`config.mk`:
```
export PLATFORM = sky130hd
export DESIGN_NAME = line_follow_color_pid
export DESIGN_NICKNAME = d
export VERILOG_FILES = /design/src/rtl/lfcp_pkg.sv /design/src/rtl/lfcp_mac.sv /design/src/rtl/line_follow_color_pid.sv
export SDC_FILE = /design/constraint.sdc
export NUM_CORES = 1
export LEC_CHECK = 0
export BUFFER_PORTS_ARGS = -buffer_cell sky130_fd_sc_hd__buf_2
export CAP_MARGIN = 40
export CELL_PAD_IN_SITES_DETAIL_PLACEMENT = 0
export CELL_PAD_IN_SITES_GLOBAL_PLACEMENT = 2
export CORE_ASPECT_RATIO = 1.2
export CORE_MARGIN = 5
export CORE_UTILIZATION = 45
export DETAILED_ROUTE_END_ITERATION = 7
export PLACE_DENSITY_LB_ADDON = 0.1
export SYNTH_ARGS = -nofsm -noshare
export SYNTH_HDL_FRONTEND = slang
export SYNTH_SLANG_ARGS = --single-unit
```
`constraint.sdc`:
```
create_clock -name clk -period 33.7 [get_ports clk]
set_clock_uncertainty 0.05 [all_clocks]
set_input_delay 1.685 -clock clk [delete_from_list [all_inputs] [get_ports clk]]
set_output_delay 1.685 -clock clk [all_outputs]
set_load 0.01 [all_outputs]
```
`src/rtl/lfcp_pkg.sv`:
```
// lfcp_pkg: shared types, constants and color sample tables for the line follower
`timescale 1ns / 1ps

package lfcp_pkg;

    // color class codes
    localparam logic [2:0] COLOR_BLUE  = 3'd1;
    localparam logic [2:0] COLOR_BLACK = 3'd2;
    localparam logic [2:0] COLOR_GREEN = 3'd3;
    localparam logic [2:0] COLOR_RED   = 3'd5;
    localparam logic [2:0] COLOR_WHITE = 3'd7;

    // track readings for a white border seen from either side
    localparam logic [2:0] READ_BLUE_EDGE  = 3'd0;
    localparam logic [2:0] READ_GREEN_EDGE = 3'd4;

    // configuration register indexes
    localparam logic [1:0] REG_GAIN_P = 2'd0;
    localparam logic [1:0] REG_GAIN_I = 2'd1;
    localparam logic [1:0] REG_GAIN_D = 2'd2;

    localparam logic [15:0] WHITE_LIMIT    = 16'd1200;
    localparam int          SAMPLE_COUNT   = 5;
    localparam logic [2:0]  LAST_SAMPLE    = 3'(SAMPLE_COUNT - 1);
    localparam logic [1:0]  LAST_CHANNEL   = 2'd2;
    localparam int          INT_WINDOW     = 25;
    localparam logic [15:0] FIXED_STEPS    = 16'd25;
    localparam logic [16:0] STEP_GAIN      = 17'd30;
    // ceil(2^21 / 3), exact truncating divide by three for values below 2^21
    localparam int          RECIP3_SHIFT   = 21;
    localparam logic [20:0] RECIP3         = 21'd699051;
    localparam int          ACC_W          = 42;

    // one operation of the shared multiply-accumulate unit
    typedef struct packed {
        logic               en;
        logic               clr;
        logic               shl;
        logic signed [16:0] a;
        logic signed [24:0] b;
    } mac_op_t;

    // red, green, blue of each fixed color sample
    function automatic logic [7:0] sample_level(input logic [2:0] idx, input logic [1:0] ch);
        logic [7:0] lvl;
        lvl = 8'd0;
        unique case (idx)
            3'd0:
            begin
                lvl = (ch == 2'd0) ? 8'd27 : (ch == 2'd1) ? 8'd46 : 8'd100;
            end
            3'd1:
            begin
                lvl = 8'd0;
            end
            3'd2:
            begin
                lvl = (ch == 2'd0) ? 8'd48 : (ch == 2'd1) ? 8'd104 : 8'd70;
            end
            3'd3:
            begin
                lvl = (ch == 2'd0) ? 8'd112 : (ch == 2'd1) ? 8'd11 : 8'd18;
            end
            default:
            begin
                lvl = 8'd255;
            end
        endcase
        return lvl;
    endfunction

    // class code of each fixed color sample
    function automatic logic [2:0] sample_class(input logic [2:0] idx);
        logic [2:0] cls;
        cls = COLOR_WHITE;
        unique case (idx)
            3'd0:    cls = COLOR_BLUE;
            3'd1:    cls = COLOR_BLACK;
            3'd2:    cls = COLOR_GREEN;
            3'd3:    cls = COLOR_RED;
            default: cls = COLOR_WHITE;
        endcase
        return cls;
    endfunction

endpackage

```
`src/rtl/lfcp_mac.sv`:
```
// lfcp_mac: shared signed multiply-accumulate unit
`timescale 1ns / 1ps

module lfcp_mac (
    input  logic                                  clk,
    input  lfcp_pkg::mac_op_t                     op,
    output logic signed [lfcp_pkg::ACC_W-1:0]     acc,
    output logic signed [lfcp_pkg::ACC_W-1:0]     sum
);
    import lfcp_pkg::*;

    logic signed [ACC_W-1:0] prod;
    logic signed [ACC_W-1:0] shifted;
    logic signed [ACC_W-1:0] acc_reg;

    // product, optionally weighted by 2^10 for the upper partial product
    assign prod    = ACC_W'(op.a) * ACC_W'(op.b);
    assign shifted = op.shl ? (prod <<< 10) : prod;

    // accumulate or start fresh
    assign sum = (op.clr ? ACC_W'(0) : acc_reg) + shifted;
    assign acc = acc_reg;

    always_ff @(posedge clk)
    begin
        if (op.en)
        begin
            acc_reg <= sum;
        end
    end

endmodule

```
`src/rtl/line_follow_color_pid.sv`:
```
// line_follow_color_pid: color classifier and PID steering sequencer, top level
`timescale 1ns / 1ps

// Each beat on s_* carries red, green, blue, a clear count and a heading; one
// result beat follows on m_* with the color class, the signed Q16.8 PID
// action and the two wheel step counts. All multiplications run through one
// multiply-accumulate unit under a sequencer: squared distances (five
// samples, three channels), then the track update, the integral product, its
// divide by three, the proportional and derivative terms, saturation and the
// step count, and last the load of the output register. s_tready stays low
// from the accepting edge until that load. A finished result waits in the
// output register while the next beat is taken; the sequencer only waits at
// its last step if that register is still full. Gains on cfg_* are to be
// written only while the block is idle; the block does not enforce this.
module line_follow_color_pid (
    input  logic        clk,
    input  logic        rst_n,
    // configuration
    input  logic        cfg_wr_en,
    input  logic [1:0]  cfg_index,
    input  logic [15:0] cfg_wdata,
    // input stream
    input  logic        s_tvalid,
    output logic        s_tready,
    // s_tdata: red_level[7:0], green_level[15:8], blue_level[23:16],
    // clear_count[39:24], heading[41:40], zero fill to 48 bits
    input  logic [47:0] s_tdata,
    // output stream
    output logic        m_tvalid,
    input  logic        m_tready,
    // m_tdata: color_class[2:0], control_action[26:3], left_steps[42:27],
    // right_steps[58:43], zero fill to 64 bits
    output logic [63:0] m_tdata
);
    import lfcp_pkg::*;

    typedef enum logic [3:0] {
        ST_IDLE, ST_DIST, ST_TRACK, ST_IMUL, ST_MAG, ST_DIVL, ST_DIVH,
        ST_ISUM, ST_PROP, ST_DERIV, ST_SAT, ST_STEP, ST_DONE
    } state_t;

    state_t state_reg, state_next;

    logic [2:0]  samp_reg, samp_next;
    logic [1:0]  chan_reg, chan_next;
    logic [7:0]  red_reg, red_next;
    logic [7:0]  green_reg, green_next;
    logic [7:0]  blue_reg, blue_next;
    logic [15:0] clear_reg, clear_next;
    logic [1:0]  heading_reg, heading_next;
    logic [2:0]  best_idx_reg, best_idx_next;
    logic [17:0] best_dist_reg, best_dist_next;
    logic [2:0]  color_reg, color_next;
    logic [2:0]  last_reg, last_next;
    logic signed [3:0] err_reg, err_next;
    logic signed [3:0] prev_reg, prev_next;
    logic signed [4:0] dprev_reg, dprev_next;
    logic signed [5:0] int_reg, int_next;
    logic        neg_reg, neg_next;
    logic [19:0] mag_reg, mag_next;
    logic signed [23:0] action_reg, action_next;
    logic signed [15:0] gain_p_reg, gain_i_reg, gain_d_reg;
    logic        m_valid_reg, m_valid_next;
    logic [2:0]  out_color_reg, out_color_next;
    logic [23:0] out_action_reg, out_action_next;
    logic [15:0] out_left_reg, out_left_next;
    logic [15:0] out_right_reg, out_right_next;

    mac_op_t                 mac_op;
    logic signed [ACC_W-1:0] mac_acc;
    logic signed [ACC_W-1:0] mac_sum;

    // working values
    logic [7:0]        chan_level;
    logic signed [8:0] diff;
    logic [2:0]        color_c;
    logic [2:0]        reading;
    logic signed [3:0] err_c;
    logic signed [7:0] window;
    logic [19:0]       quot;
    logic signed [24:0] itrm;
    logic signed [24:0] act_mag;
    logic [15:0]       big;
    logic              mirrored;

    lfcp_mac u_mac (
        .clk (clk),
        .op  (mac_op),
        .acc (mac_acc),
        .sum (mac_sum)
    );

    assign s_tready = (state_reg == ST_IDLE);
    assign m_tvalid = m_valid_reg;
    assign m_tdata  = {5'd0, out_right_reg, out_left_reg, out_action_reg, out_color_reg};

    // gain registers
    always_ff @(posedge clk or negedge rst_n)
    begin
        if (!rst_n)
        begin
            gain_p_reg <= 16'sd256;
            gain_i_reg <= 16'sd0;
            gain_d_reg <= 16'sd128;
        end
        else if (cfg_wr_en)
        begin
            unique case (cfg_index)
                REG_GAIN_P: gain_p_reg <= cfg_wdata;
                REG_GAIN_I: gain_i_reg <= cfg_wdata;
                REG_GAIN_D: gain_d_reg <= cfg_wdata;
                default:    ;
            endcase
        end
    end

    // channel under test and its difference to the sample
    always_comb
    begin
        unique case (chan_reg)
            2'd0:    chan_level = red_reg;
            2'd1:    chan_level = green_reg;
            default: chan_level = blue_reg;
        endcase
        diff = $signed({1'b0, chan_level}) - $signed({1'b0, sample_level(samp_reg, chan_reg)});
    end

    // color class, track reading and error
    always_comb
    begin
        color_c = (clear_reg > WHITE_LIMIT) ? COLOR_WHITE : sample_class(best_idx_reg);
        reading = color_c;
        if (color_c == COLOR_WHITE && last_reg > COLOR_BLACK)
        begin
            reading = READ_GREEN_EDGE;
        end
        else if (color_c == COLOR_WHITE && last_reg < COLOR_BLACK)
        begin
            reading = READ_BLUE_EDGE;
        end
        err_c = (reading == COLOR_RED) ? 4'sd0
              : 4'($signed({2'b00, COLOR_BLACK}) - $signed({2'b00, reading}));
        window = $signed({int_reg[5], int_reg, 1'b0}) + 8'(err_c);
    end

    // quotient of the integral divide, magnitudes and step count
    always_comb
    begin
        quot     = mac_acc[RECIP3_SHIFT+19:RECIP3_SHIFT];
        itrm     = neg_reg ? -$signed({5'd0, quot}) : $signed({5'd0, quot});
        act_mag  = action_reg[23] ? -25'(action_reg) : 25'(action_reg);
        big      = (|mac_acc[ACC_W-1:24]) ? 16'hFFFF : mac_acc[23:8];
        mirrored = heading_reg[0] ^ heading_reg[1];
    end

    // sequencer next state and multiply-accumulate operation
    always_comb
    begin
        state_next      = state_reg;
        samp_next       = samp_reg;
        chan_next       = chan_reg;
        red_next        = red_reg;
        green_next      = green_reg;
        blue_next       = blue_reg;
        clear_next      = clear_reg;
        heading_next    = heading_reg;
        best_idx_next   = best_idx_reg;
        best_dist_next  = best_dist_reg;
        color_next      = color_reg;
        last_next       = last_reg;
        err_next        = err_reg;
        prev_next       = prev_reg;
        dprev_next      = dprev_reg;
        int_next        = int_reg;
        neg_next        = neg_reg;
        mag_next        = mag_reg;
        action_next     = action_reg;
        m_valid_next    = m_valid_reg;
        out_color_next  = out_color_reg;
        out_action_next = out_action_reg;
        out_left_next   = out_left_reg;
        out_right_next  = out_right_reg;
        mac_op          = '0;

        // result leaves on its handshake
        if (m_valid_reg && m_tready)
        begin
            m_valid_next = 1'b0;
        end

        unique case (state_reg)
            ST_IDLE:
            begin
                if (s_tvalid)
                begin
                    red_next     = s_tdata[7:0];
                    green_next   = s_tdata[15:8];
                    blue_next    = s_tdata[23:16];
                    clear_next   = s_tdata[39:24];
                    heading_next = s_tdata[41:40];
                    samp_next    = 3'd0;
                    chan_next    = 2'd0;
                    state_next   = ST_DIST;
                end
            end
            ST_DIST:
            begin
                mac_op.en  = 1'b1;
                mac_op.clr = (chan_reg == 2'd0);
                mac_op.a   = 17'(diff);
                mac_op.b   = 25'(diff);
                if (chan_reg == LAST_CHANNEL)
                begin
                    // first sample wins ties
                    if (samp_reg == 3'd0 || mac_sum[17:0] < best_dist_reg)
                    begin
                        best_dist_next = mac_sum[17:0];
                        best_idx_next  = samp_reg;
                    end
                    chan_next = 2'd0;
                    if (samp_reg == LAST_SAMPLE)
                    begin
                        state_next = ST_TRACK;
                    end
                    else
                    begin
                        samp_next = samp_reg + 3'd1;
                    end
                end
                else
                begin
                    chan_next = chan_reg + 2'd1;
                end
            end
            ST_TRACK:
            begin
                color_next = color_c;
                err_next   = err_c;
                prev_next  = err_c;
                dprev_next = 5'(prev_reg) - 5'(err_c);
                if (reading != COLOR_RED)
                begin
                    last_next = reading;
                end
                if (window <= 8'sd25 && window >= -8'sd25)
                begin
                    int_next = int_reg + 6'(err_c);
                end
                state_next = ST_IMUL;
            end
            ST_IMUL:
            begin
                mac_op.en  = 1'b1;
                mac_op.clr = 1'b1;
                mac_op.a   = 17'(gain_i_reg);
                mac_op.b   = 25'(int_reg);
                state_next = ST_MAG;
            end
            ST_MAG:
            begin
                neg_next   = mac_acc[ACC_W-1];
                mag_next   = mac_acc[ACC_W-1] ? 20'(-mac_acc) : 20'(mac_acc);
                state_next = ST_DIVL;
            end
            ST_DIVL:
            begin
                // lower partial product of magnitude times reciprocal
                mac_op.en  = 1'b1;
                mac_op.clr = 1'b1;
                mac_op.a   = $signed({7'd0, mag_reg[9:0]});
                mac_op.b   = $signed({4'd0, RECIP3});
                state_next = ST_DIVH;
            end
            ST_DIVH:
            begin
                mac_op.en  = 1'b1;
                mac_op.shl = 1'b1;
                mac_op.a   = $signed({7'd0, mag_reg[19:10]});
                mac_op.b   = $signed({4'd0, RECIP3});
                state_next = ST_ISUM;
            end
            ST_ISUM:
            begin
                // integral term, truncated toward zero, starts the sum
                mac_op.en  = 1'b1;
                mac_op.clr = 1'b1;
                mac_op.a   = 17'sd1;
                mac_op.b   = itrm;
                state_next = ST_PROP;
            end
            ST_PROP:
            begin
                mac_op.en  = 1'b1;
                mac_op.a   = 17'(gain_p_reg);
                mac_op.b   = 25'(err_reg);
                state_next = ST_DERIV;
            end
            ST_DERIV:
            begin
                mac_op.en  = 1'b1;
                mac_op.a   = 17'(gain_d_reg);
                mac_op.b   = 25'(dprev_reg);
                state_next = ST_SAT;
            end
            ST_SAT:
            begin
                if (mac_acc > 42'sd8388607)
                begin
                    action_next = 24'sh7FFFFF;
                end
                else if (mac_acc < -42'sd8388608)
                begin
                    action_next = 24'sh800000;
                end
                else
                begin
                    action_next = mac_acc[23:0];
                end
                state_next = ST_STEP;
            end
            ST_STEP:
            begin
                mac_op.en  = 1'b1;
                mac_op.clr = 1'b1;
                mac_op.a   = STEP_GAIN;
                mac_op.b   = act_mag;
                state_next = ST_DONE;
            end
            default:
            begin
                // load the output register once it is free
                if (!m_valid_reg || m_tready)
                begin
                    m_valid_next    = 1'b1;
                    out_color_next  = color_reg;
                    out_action_next = action_reg;
                    out_left_next   = FIXED_STEPS;
                    out_right_next  = FIXED_STEPS;
                    if (action_reg != 24'sd0)
                    begin
                        if ((!action_reg[23]) != mirrored)
                        begin
                            out_right_next = big;
                        end
                        else
                        begin
                            out_left_next = big;
                        end
                    end
                    state_next = ST_IDLE;
                end
            end
        endcase
    end

    // state and control registers
    always_ff @(posedge clk or negedge rst_n)
    begin
        if (!rst_n)
        begin
            state_reg   <= ST_IDLE;
            samp_reg    <= 3'd0;
            chan_reg    <= 2'd0;
            last_reg    <= COLOR_BLACK;
            prev_reg    <= 4'sd0;
            int_reg     <= 6'sd0;
            m_valid_reg <= 1'b0;
        end
        else
        begin
            state_reg   <= state_next;
            samp_reg    <= samp_next;
            chan_reg    <= chan_next;
            last_reg    <= last_next;
            prev_reg    <= prev_next;
            int_reg     <= int_next;
            m_valid_reg <= m_valid_next;
        end
    end

    // payload registers
    always_ff @(posedge clk)
    begin
        red_reg        <= red_next;
        green_reg      <= green_next;
        blue_reg       <= blue_next;
        clear_reg      <= clear_next;
        heading_reg    <= heading_next;
        best_idx_reg   <= best_idx_next;
        best_dist_reg  <= best_dist_next;
        color_reg      <= color_next;
        err_reg        <= err_next;
        dprev_reg      <= dprev_next;
        neg_reg        <= neg_next;
        mag_reg        <= mag_next;
        action_reg     <= action_next;
        out_color_reg  <= out_color_next;
        out_action_reg <= out_action_next;
        out_left_reg   <= out_left_next;
        out_right_reg  <= out_right_next;
    end

`ifndef NO_ASSERTIONS
    // an accepted beat keeps the input side closed while it is worked on
    assert property (@(posedge clk) disable iff (!rst_n)
        (s_tvalid && s_tready) |=> !s_tready)
    else $error("input accepted while a beat is in progress");

    // the anti-windup window keeps the integral in a narrow band
    assert property (@(posedge clk) disable iff (!rst_n)
        (int_reg >= -6'sd15) && (int_reg <= 6'sd13))
    else $error("error integral left its window");

    // red never becomes the last track color
    assert property (@(posedge clk) disable iff (!rst_n)
        (last_reg != COLOR_RED) && (last_reg != 3'd6))
    else $error("invalid last track color");

    // the nearest sample index stays inside the sample table
    assert property (@(posedge clk) disable iff (!rst_n)
        (state_reg == ST_TRACK) |-> (best_idx_reg <= LAST_SAMPLE))
    else $error("nearest sample index out of range");

    // one wheel always gets the fixed count
    assert property (@(posedge clk) disable iff (!rst_n)
        m_valid_reg |-> (out_left_reg == FIXED_STEPS || out_right_reg == FIXED_STEPS))
    else $error("neither wheel carries the fixed step count");
`endif

endmodule

```
==> reports/metrics.cfg, run 1 <==
[synthesis]
synth-edff-count = 221
synth.avg_cell_area_sq_um = 9.756
synth_adder_area_share = 0.3439
synth_top_family_by_area = adder cells
syn_inst = 3224
ys_ff_latch = 292
yosysUniqueCellTypes = 75
yosysWarnings = 0
yosys.area_share.xor_xnor = 0.04372
synthSimpleGateAreaFrac = 0.1361
ys.flop_type = edfxtp_1
synth_mux_area_frac = 0.02701
synth_compound_area_frac = 0.09436
synthesis.area_sq_um = 31450
ys_seq_area_frac = 0.2676
synthArstFlopShare = 0.2432

[grt]
use_met1 = 0.3102
antenna_found_initial = 1
grtUsageTotal = 0.2450
grt_pass1_wl_mm = 144.0
grt_pass1_vias = 24396
use_met3 = 0.02707
grt_use_met2 = 0.4515
grt_overflow = 0
grt_busiest_layer = met2
grt_max_degree = 60

[die]
rows = 106
die_area_sq_um = 75300
core_sq_um = 69500
fp.dieW_um = 251.3
io_pins = 137
start_util = 0.4526
fp.dieH_um = 299.6

[status]
run_status = completed

[critical_path]
cp.arrival_ps = 14040
critPathBufInv = 8
cp.depth = 50
reg2reg_from = samp_reg[0]
worst_ep_required_time_ps = 33960
crit_type = reg -> reg
end_kind = flip-flop
startpoint_type = flip-flop
crit_end = u_mac.acc[41]
crit_path_frequent_cell = o21ai_0
rr_endpoint = u_mac.acc[41]
reg2reg_slack_ps = 19920
crit_slowest_cell = fa_1
max_stage_delay_ps = 580
worst-path-max-fanout = 35
crit_family = adder cells
cp-startpoint = samp_reg[0]
r2r_cells = 50

[drt]
drt.antenna.violating_nets = 0
wire_per_inst_um = 21.30
wl_mm = 90.72
drt-initial-drc-count = 1351
route.detailed.drc = 0
vias_per_cell = 5.317
dr.pass1.iters = 6
vias = 22651

[place]
dp.final_hpwl_mm = 74.01
portBuffers = 125
gp_congestion = 0.8891

[cts]
cts_sinks = 292
cts_tree = built
cts_buffer_depth = 3
clk-insertion-delay-late_ps = 570
path_clk_slew_ps = 80
ctsResizeCount = 0
cts_made_buffers = 28
cts_hold_buf = 0
root_buffer = clkbuf_16
cts_setup_buffers = 0
htreeDepth = 1

[sta]
fin_crit_ps = 13780
rsz0062_at_grt = no
fin_tns_setup_ps = 0
fin_crit_sh = 0.4088
finalSetupViolations = 0
max_freq_mhz = 72.59
worstMarginPinSlew_ps = 943.5
hold_violations = 0
drv_slew = 0
slew_headroom = 0.3710

[cells_and_area]
largest_reg_flops = 42
final_common_cell = inv_1
post-route-util = 0.4964
layout.nets = 4002
synthToLayoutAreaGrowth_pct = 9.678
drive_gt1_frac = 0.1272
layout_common_cells = 594 x inv_1, 421 x fa_1, 342 x nor2_1, 221 x edfxtp_1, 209 x nand2_1

[job]
drv_cap = 0

[hold_path]
hold_path.class = reg -> reg

## Yosys cell counts (5+ instances only)
cell type / number / area, sq um
nand3_1: 25 / 125.1
mux2_2: 51 / 574.3
nor4_1: 12 / 75.07
and3_1: 13 / 81.33
and4_1: 6 / 52.55
xor2_1: 57 / 499.2
nand2b_1: 57 / 356.6
or2_2: 92 / 575.6
a222oi_1: 11 / 110.1
a21o_1: 61 / 457.9
inv_1: 594 / 2230
a21oi_1: 115 / 575.6
buf_1: 8 / 30.03
or3_1: 11 / 68.82
a31oi_1: 12 / 75.07
dfrtp_1: 68 / 1702
or4_1: 11 / 82.58
edfxtp_1: 221 / 6636
a211oi_1: 12 / 90.09
nor3_1: 23 / 115.1
fa_1: 421 / 8428
o31ai_1: 23 / 172.7
buf_4: 5 / 37.54
clkbuf_1: 115 / 431.7
o21bai_1: 14 / 105.1
xnor2_1: 100 / 875.8
a22oi_1: 15 / 112.6
a2111oi_0: 6 / 52.55
o22ai_1: 13 / 81.33
a221oi_1: 5 / 43.79
mux2_4: 5 / 75.07
nor2b_1: 18 / 112.6
o211ai_1: 6 / 45.04
nand2_1: 209 / 784.5
nand4_1: 18 / 112.6
ha_1: 191 / 2390
nor2_1: 344 / 1291
o21ai_0: 105 / 525.5
o41ai_1: 10 / 87.58
mux2i_1: 20 / 200.2
and2_1: 56 / 350.3
o21a_1: 11 / 82.58
## cell families after synthesis
kind of cell,Yosys count
AND/OR/NAND/NOR,907
buffers and inverters,723
adder cells (fa/ha/maj),612
AO/OA/AOI/OAI,456
flip-flops,292
XOR/XNOR,157
multiplexers,76
other,1
## worst min path at each step
stage	cells past startpoint	start	end	slack [ps]
floorplan	0	color_reg[0]	out_color_reg[0]	350
global placement	0	color_reg[0]	out_color_reg[0]	350
detailed placement	0	color_reg[1]	out_color_reg[1]	350
CTS	0	color_reg[1]	out_color_reg[1]	370
global route	0	color_reg[1]	out_color_reg[1]	380
finish	0	color_reg[1]	out_color_reg[1]	370
## cell type report
type,count,area [sq um]
clock inverter,21,272.8
sequential,292,8417
antenna,1,2.502
inverter,594,2230
tap,918,1149
clock buffer,31,733.2
multi-input combinational,2213,20470
timing repair buffer,190,1227
fill,6604,35000
## routing by layer
metal	vias up	share of wire	routed length, um
met5	-	0	0
met4	0	0.026	2320
met3	121	0.050	4546
met2	577	0.52	47230
met1	11411	0.40	36630
li1	10542	-	-
## per-stage QoR
stage | worst slack, ps | std cells | cell area [sq um] | hold WS, ps
floorplan | 21400 | 3228 | 31470 | 350.3
global placement | 19840 | 4194 | 33280 | 353.1
detailed placement | 20020 | 4207 | 33490 | 354.5
CTS | 19920 | 4259 | 34490 | 371.4
global route | 19100 | 4259 | 34490 | 377.3
finish | 19920 | 4260 | 34500 | 369.7
## worst reg2reg max path: cells and delay by family (launching register included)
| kind | cells | cell delay, ps |
|---|---|---|
| adder cells (fa/ha/maj) | 11 | 4890 |
| AO/OA/AOI/OAI | 18 | 4260 |
| AND/OR/NAND/NOR | 10 | 2030 |
| buffers and inverters | 8 | 1110 |
| XOR/XNOR | 3 | 760 |
| flip-flops | 1 | 400 |
Power of run 1 is not shown: default switching activity piles up to over one toggle a cycle in this logic, so the estimate is an artifact.
==> inputs of run 2 (changes only) <==
--- a/config.mk
+++ b/config.mk
@@ -5,13 +5,14 @@
 export SDC_FILE = /design/constraint.sdc
 export NUM_CORES = 1
 export LEC_CHECK = 0
+export ABC_AREA = 1
 export BUFFER_PORTS_ARGS = -buffer_cell sky130_fd_sc_hd__buf_2
 export CAP_MARGIN = 40
 export CELL_PAD_IN_SITES_DETAIL_PLACEMENT = 0
 export CELL_PAD_IN_SITES_GLOBAL_PLACEMENT = 2
 export CORE_ASPECT_RATIO = 1.2
 export CORE_MARGIN = 5
-export CORE_UTILIZATION = 45
+export CORE_UTILIZATION = 36
 export DETAILED_ROUTE_END_ITERATION = 7
 export PLACE_DENSITY_LB_ADDON = 0.1
 export SYNTH_ARGS = -nofsm -noshare
==> constraint.sdc (replaced) <==
create_clock -name clk -period 11.4 [get_ports clk]
set_clock_uncertainty 0.05 [all_clocks]
set_input_delay 0.57 -clock clk [delete_from_list [all_inputs] [get_ports clk]]
set_output_delay 0.57 -clock clk [all_outputs]
set_load 0.01 [all_outputs]
==> run 2 against run 1 <==
  * Clock-buffer cell count grew 2
  * Sequential share of layout area down 3.6 points
  * Synthesized cell count rose by 25%
  * Worst hold slack got worse by 280 ps
  * Flip-flop and latch count unchanged
  * Utilization fell by 5.6 points
  * Setup slack worse by 19000 ps
  * Cell count increased by 37%
  * Wire length rose by 25%
==> reports/metrics.cfg, run 2 <==
[status]
run_status = completed

[critical_path]
reg2reg_slack_ps = 640
worst_ep_required_time_ps = 11670
r2r_cells = 58
max_stage_delay_ps = 560
cp.arrival_ps = 11030
crit_type = reg -> reg
crit_slowest_cell = fa_1
end_kind = flip-flop
worst-path-max-fanout = 9
startpoint_type = flip-flop

[cts]
root_buffer = clkbuf_16
clk-insertion-delay-late_ps = 610
cts_buffer_depth = 3
cts_made_buffers = 29
cts_sinks = 292
htreeDepth = 1
path_clk_slew_ps = 60
cts_tree = built

[cells_and_area]
antenna-diode-count = 0
synthToLayoutAreaGrowth_pct = 21.59
layout.nets = 5249
final_cells = 5827
final_common_cell = inv_1
drive_gt1_frac = 0.1925
layout_common_cells = 923 x inv_1, 689 x nand2_1, 454 x buf_4, 419 x fa_1, 410 x nor2_1
largest_reg_flops = 42
post-route-util = 0.4405

[synthesis]
syn_inst = 4028
synth_area_leaders = fa_1 25%, edfxtp_1 20%, inv_1 10%, nand2_1 7.9%, ha_1 7.2%
yosysUniqueCellTypes = 69
ys_seq_area_frac = 0.2524
ys_ff_latch = 292
synthesis.area_sq_um = 33350
yosysTopAreaCell = fa_1
synth-edff-count = 221
synth_most_common_cell = inv_1
synthArstFlopShare = 0.2432
synth.top_cells.by_count = 931 x inv_1, 698 x nand2_1, 434 x nor2_1
synth.avg_cell_area_sq_um = 8.280
yosysTopAreaCellShare = 0.2527
ys.flop_type = edfxtp_1
yosysWarnings = 0

[place]
gp_congestion = 0.9052
dp_slack_ps = -220.8
dp.final_hpwl_mm = 98.10
portBuffers = 125
dpl.cell_count = 5747

[job]
drv_cap = 0

[sta]
max_freq_mhz = 92.94
fin_crit_sh = 0.9439
drv_slew = 0
slew_headroom = 0.4702
hold_violations = 0
fin_tns_setup_ps = 0
finalSetupViolations = 0
fin_ws_ps = 639.8
worstMarginPinSlew_ps = 794.7
fin_crit_ps = 10760

[drt]
dr.pass1.iters = 5
drt-initial-drc-count = 1377
vias_per_cell = 4.754
route.detailed.drc = 0
wire_per_inst_um = 19.51
vias = 27701
wl_mm = 113.7
drt.antenna.violating_nets = 0

[die]
core_sq_um = 92050
die_area_sq_um = 98850
start_util = 0.3623
io_pins = 137
rows = 122
fp.dieH_um = 343.4
fp.dieW_um = 287.9

[grt]
grtUsageTotal = 0.2334
antenna_found_initial = 2
grt_pass1_wl_mm = 176.0
grt_overflow = 0
grt_pass1_vias = 29489
grt_max_degree = 60

[hold_path]
hold_path_depth = 1
hold_path.class = in -> reg

==> run 2: logic make-up after synthesis <==
kind of cell	count (synthesis)	share of synthesized area
AOI/OAI and AO/OA	535	0.09229
xor gates and xnor gates	96	0.02521
other	1	0.0001124
adders and majority gates	613	0.3247
buffers and inverters	1067	0.1256
and+or+nand+nor	1424	0.1797
DFF	292	0.2524
==> run 2: final timing paths <==
check,end,start
min in group asynchronous,last_reg[0],rst_n
setup reg to reg,best_dist_reg[7],samp_reg[0]
hold / removal,clear_reg[15],s_tdata[39]
setup / recovery,best_dist_reg[7],samp_reg[0]
hold reg to reg,out_color_reg[2],color_reg[2]
max in group asynchronous,gain_p_reg[8],rst_n
==> run 2: what timing repair did <==
item / in CTS / in global routing
buffers inserted: 9 / 18
pin swaps: 11 / 46
hold buffers: 1 / 0
resized for setup: 29 / 147
endpoints found under the hold margin: 14 / 0
setup endpoints to repair: 21 / 41
cloned: 1 / 0
==> run 2: layer usage <==
layer	vias up	track usage	share of wire
met5	-	0	0.000062
met4	2	0.05669	0.029
met3	121	0.02094	0.034
met2	494	0.4452	0.53
met1	13542	0.2829	0.40
li1	13542	-	-
==> run 2: critical path: cells and delay by family (launching register included) <==
kind / cells / cell delay, ps
AND/OR/NAND/NOR: 15 / 1330
buffers and inverters: 18 / 2010
AO/OA/AOI/OAI: 11 / 1700
XOR/XNOR: 2 / 320
adder cells (fa/ha/maj): 12 / 4600
flip-flops: 1 / 430
==> run 2: final cells by class <==
| type | instances | area, sq um |
|---|---|---|
| sequential | 292 | 8417 |
| multi-input combinational | 2673 | 21500 |
| timing repair buffer | 605 | 4527 |
| inverter | 964 | 3625 |
| fill | 9468 | 51500 |
| clock inverter | 20 | 160.2 |
| tap | 1240 | 1551 |
| clock buffer | 33 | 772.0 |
==> run 2: metrics by stage <==
stage	hold slack [ps]	area, sq um
global route	58.76	40550
detailed placement	364.7	38650
finish	90.44	40550
global placement	353.9	38520
CTS	43.27	39830
floorplan	224.4	33370
Power of run 2 is left out for the same reason.
